`config.mk`:
```
export PLATFORM = sky130hd
export DESIGN_NAME = hte_ctrl
export DESIGN_NICKNAME = d
export VERILOG_FILES = /design/src/rtl/hte_pkg.sv /design/src/rtl/hte_ctrl.sv
export SDC_FILE = /design/constraint.sdc
export NUM_CORES = 1
export LEC_CHECK = 0
export BUFFER_PORTS_ARGS = -buffer_cell sky130_fd_sc_hd__buf_2
export CAP_MARGIN = 5
export CORE_AREA = 5 5 42 44
export DETAILED_ROUTE_END_ITERATION = 12
export DIE_AREA = 0 0 47 49
export GPL_TIMING_DRIVEN = 0
export PLACE_DENSITY = 0.35
export SLEW_MARGIN = 10
export SYNTH_ARGS = -nofsm -noshare
export SYNTH_HDL_FRONTEND = slang
export SYNTH_SLANG_ARGS = --single-unit
```
`constraint.sdc`:
```
create_clock -name clk -period 2.5 [get_ports clk]
set_input_delay 0.125 -clock clk [delete_from_list [all_inputs] [get_ports clk]]
set_output_delay 0.125 -clock clk [all_outputs]
set_load 0.01 [all_outputs]
```
`src/rtl/hte_pkg.sv`:
```
// Shared constants, codes and control types for the Huffman table encoder.
// No dependencies; every file of the block but hte_ram uses this package.
package hte_pkg;

  localparam int MAX_CODE_LEN = 32;
  localparam int SYMBOL_COUNT = 256;

  localparam int CODE_W  = 32;
  localparam int LEN_W   = 6;
  localparam int SYM_W   = 8;
  localparam int BYTE_W  = 8;
  localparam int POS_W   = 3;
  localparam int TOP_BIT = 7;
  localparam int SH_W    = $clog2(CODE_W);
  localparam int LEN_CAP = (MAX_CODE_LEN < CODE_W) ? MAX_CODE_LEN : CODE_W;
  localparam int ADDR_W  = (SYMBOL_COUNT > 1) ? $clog2(SYMBOL_COUNT) : 1;
  localparam int ENTRY_W = CODE_W + LEN_W;

  typedef enum logic [1:0] {
    OP_LOAD   = 2'd0,
    OP_ENCODE = 2'd1,
    OP_FLUSH  = 2'd2
  } op_t;

  typedef enum logic [1:0] {
    ST_IDLE,
    ST_ALIGN,
    ST_PACK,
    ST_FLUSH
  } state_t;

  typedef struct packed {
    logic load;
    logic read;
    logic align;
    logic step;
    logic flush;
  } cmd_t;

  typedef struct packed {
    logic len_zero;
    logic emits;
    logic rem_done;
    logic out_free;
  } status_t;

endpackage

```
`src/rtl/hte_ctrl.sv`:
```
// Sequencer of the encoder: accepts words and steps the datapath.
// Depends on hte_pkg (state, operation codes, command and status types).
module hte_ctrl (
  input  logic              clk,
  input  logic              rst,
  input  logic              item_valid,
  input  logic [1:0]        operation,
  output logic              item_ready,
  output hte_pkg::cmd_t     cmd,
  input  hte_pkg::status_t  status
);
  import hte_pkg::*;

  state_t state, state_next;

  always_ff @(posedge clk) begin
    if (rst) begin
      state <= ST_IDLE;
    end else begin
      state <= state_next;
    end
  end

  always_comb begin
    state_next = state;
    item_ready = 1'b0;
    cmd        = '0;
    unique case (state)
      ST_IDLE: begin
        item_ready = 1'b1;
        if (item_valid) begin
          unique case (op_t'(operation))
            OP_LOAD:   cmd.load = 1'b1;
            OP_ENCODE: begin
              cmd.read   = 1'b1;
              state_next = ST_ALIGN;
            end
            OP_FLUSH:  state_next = ST_FLUSH;
            default:   ;
          endcase
        end
      end
      ST_ALIGN: begin
        cmd.align  = 1'b1;
        state_next = status.len_zero ? ST_IDLE : ST_PACK;
      end
      ST_PACK: begin
        // a step that completes a byte waits for the output slot
        if (!status.emits || status.out_free) begin
          cmd.step = 1'b1;
          if (status.rem_done) begin
            state_next = ST_IDLE;
          end
        end
      end
      ST_FLUSH: begin
        if (status.out_free) begin
          cmd.flush  = 1'b1;
          state_next = ST_IDLE;
        end
      end
      default: state_next = ST_IDLE;
    endcase
  end

endmodule

```
==> results.json <==
{
  "drtAntennaViolNets": 0,
  "post_cts_resized": 0,
  "area_delta_synth_final_pct": 64.75,
  "firstDrtPassIters": 1,
  "cp-end-kind": "output pin",
  "cp_max_fo": 9,
  "largest-register": "state",
  "synthCells": 20,
  "async_flop_share_pct": 0,
  "drt_wl_total_um": 541,
  "vias_per_cell": 4.113,
  "synth_flop_cell": "dfxtp_1",
  "worst_hold_slack_ns": 0.07289,
  "power.share.combinational_pct": 24.7,
  "final_cell_mix": "14 x buf_2, 3 x nor2b_1, 3 x clkbuf_4, 2 x nor2_2, 2 x dfxtp_1",
  "reg_top3": "state x2",
  "crit_path_start": "state[0]",
  "cts_tree": "done",
  "die_h_um": 49,
  "cts_setup_buffers": 0,
  "clkTransAtPathRegs_ns": 0.03,
  "drive_gt1_share_pct": 56.76,
  "critPathSlowestCell": "dfxtp_1",
  "io_pins": 15,
  "synthTopCellsByCount": "3 x nor2b_1, 2 x dfxtp_1, 2 x nor2_2",
  "final_max_slew_viol_count": 0,
  "grt_max_degree": 10,
  "yosysMostFrequentCell": "nor2b_1",
  "power.density_nw_per_um2": 498.1,
  "synth_cell_types": 16,
  "r2r-start": "state[0]",
  "rsz0062_at_grt": "no",
  "layout_commonest_cell": "buf_2",
  "fin_area_sq_um": 286.5,
  "cts_made_buffers": 3,
  "max_stage_delay_ns": 0.29,
  "synth_top_cell_by_area": "dfxtp_1",
  "crit_chain": "buf_6 > nor2_2 > and4bb_2 > buf_2",
  "ir_drop_uv": 115.9,
  "drtIter0Drc": 0,
  "worst_pin_slew_ns": 0.2309,
  "cp_top_family": "simple AND/OR/NAND/NOR gates",
  "final_util_pct": 20.45,
  "critPathBufInv": 2,
  "grt-ovfl-total": 0,
  "die-area_sq_um": 2303,
  "crit_end": "cmd[4]",
  "worstPathArrival_ns": 1.14,
  "start_util_pct": 12.41,
  "layout_setup_ws_ns": 1.234,
  "ctsHoldBuffers": 0,
  "synthesis.area_sq_um": 173.9,
  "antenna_found_initial": 0,
  "tns_ns": 0,
  "hpwl_um": 449.6,
  "finalHoldViolations": 0,
  "swShare_pct": 26.09,
  "fmax_mhz": 790.2,
  "grt_pass1_vias": 229,
  "rows": 14,
  "cp.required_ns": 2.38,
  "syn_avg_cell_area_sq_um": 8.696,
  "io_buffer_count": 14,
  "place_area_sq_um": 264.0,
  "clock_sinks": 2,
  "num_antenna_cells": 0,
  "die_w_um": 47,
  "p_leak_nw": 0.1436,
  "start_kind": "flip-flop",
  "synth.area.top_cells": "dfxtp_1 23%, nor2b_1 11%, and4bb_2 7.2%",
  "finalSetupViolations": 0,
  "finClkSkew_ns": 0.0003093,
  "seq_area_sq_um": 40.04,
  "core_sq_um": 1401,
  "synth_fp_nets": 29,
  "grt_pass1_wl_um": 910,
  "power.switching_mw": 0.03723,
  "wl_per_cell_um": 10.21,
  "yosysWarnings": 0,
  "period_share_pct": 50.62,
  "worstSetupPathType": "flip-flop to output pin",
  "worstSkewPairLatency_ns": 0.22,
  "p_int_mw": 0.1055,
  "globalplace.congestion": 0.6948,
  "clock_power_share_pct": 49.3,
  "drc": 0,
  "final_nets": 48,
  "seqPwrFrac_pct": 26.1,
  "hold_path.class": "input pin to flip-flop",
  "cts_root_buf": "clkbuf_4",
  "n_fill_cell": 172,
  "drv_cap": 0,
  "dp_slack_ns": 1.468,
  "min_period_ns": 1.266,
  "multi_input_area_sq_um": 122.6,
  "ys_seq_elements": 2,
  "clock_tree.htree_level_count": 1,
  "worstRegToRegCells": 4,
  "yosysTopAreaCellShare_pct": 23.02,
  "crit_cells": 4,
  "largest_register_ffs": 2,
  "r2r_slack_ns": 1.51,
  "yosysSeqAreaShare_pct": 23.02,
  "vias": 218,
  "synth-edff-count": 0,
  "gr-usage-all-layers_pct": 5.837,
  "cts_buffer_depth": 2,
  "slew_headroom_pct": 84.50,
  "r2r-end": "state[1]",
  "run_status": "complete, no violations"
}
==> worst min-delay path by stage <==
| stage | cells after the start | to | start | slack [ns] |
|---|---|---|---|---|
| 6_report | 2 | state[0] | rst | 0.07 |
| 5_1_grt | 2 | state[0] | rst | 0.08 |
| 4_1_cts | 2 | state[0] | rst | 0.06 |
| 3_5_place_dp | 2 | state[0] | rst | 0.30 |
| 3_3_place_gp | 2 | state[0] | rst | 0.31 |
| 2_1_floorplan | 1 | state[0] | rst | 0.19 |
==> layout make-up <==
class / instances / share of cell area (%)
clock buffers: 3 / 7.860
well taps: 16 / 6.987
flip-flops and latches: 2 / 13.97
multi-input cells: 17 / 42.79
repair buffers: 14 / 24.45
plain buffers: 1 / 3.930
==> through the flow <==
stage               power (mW)  std cells
floorplan              0.05644         20
global placement       0.07262         50
detailed placement     0.07344         50
CTS                     0.1485         53
global route            0.1549         53
finish                  0.1427         53
==> worst register-to-register path, cell delays in order, from the launching register on <==
cell      delay (ns)
dfxtp_1         0.29
buf_6           0.13
nor2b_1         0.13
a311oi_1        0.25
nor3_1          0.07
==> layer usage <==
layer,global-route usage [%],part of all wire (%),wire [um]
met4,5.530,0,0
met5,0,0,0
met1,6.127,43,234
met3,3.690,12,67
met2,7.466,44,238
==> power by group through the flow <==
stage	clock network, mW	logic, mW	registers, mW
after detailed placement	0	0.0357	0.0377
after global routing	0.0777	0.0397	0.0375
after global placement	0	0.0349	0.0377
final	0.0703	0.0352	0.0372
after floorplan	0	0.0194	0.0370
after CTS	0.0753	0.0360	0.0373
==> logic make-up (layout without fill, tap and decap cells) <==
group / count (synthesis) / count (layout) / synth area share [%]
AO/OA/AOI/OAI: 3 / 3 / 14.39
XOR/XNOR: 1 / 1 / 5.037
buffers and inverters: 1 / 18 / 6.474
flip-flops: 2 / 2 / 23.02
AND/OR/NAND/NOR: 13 / 13 / 51.08
Power figures use the tool's default switching activity.
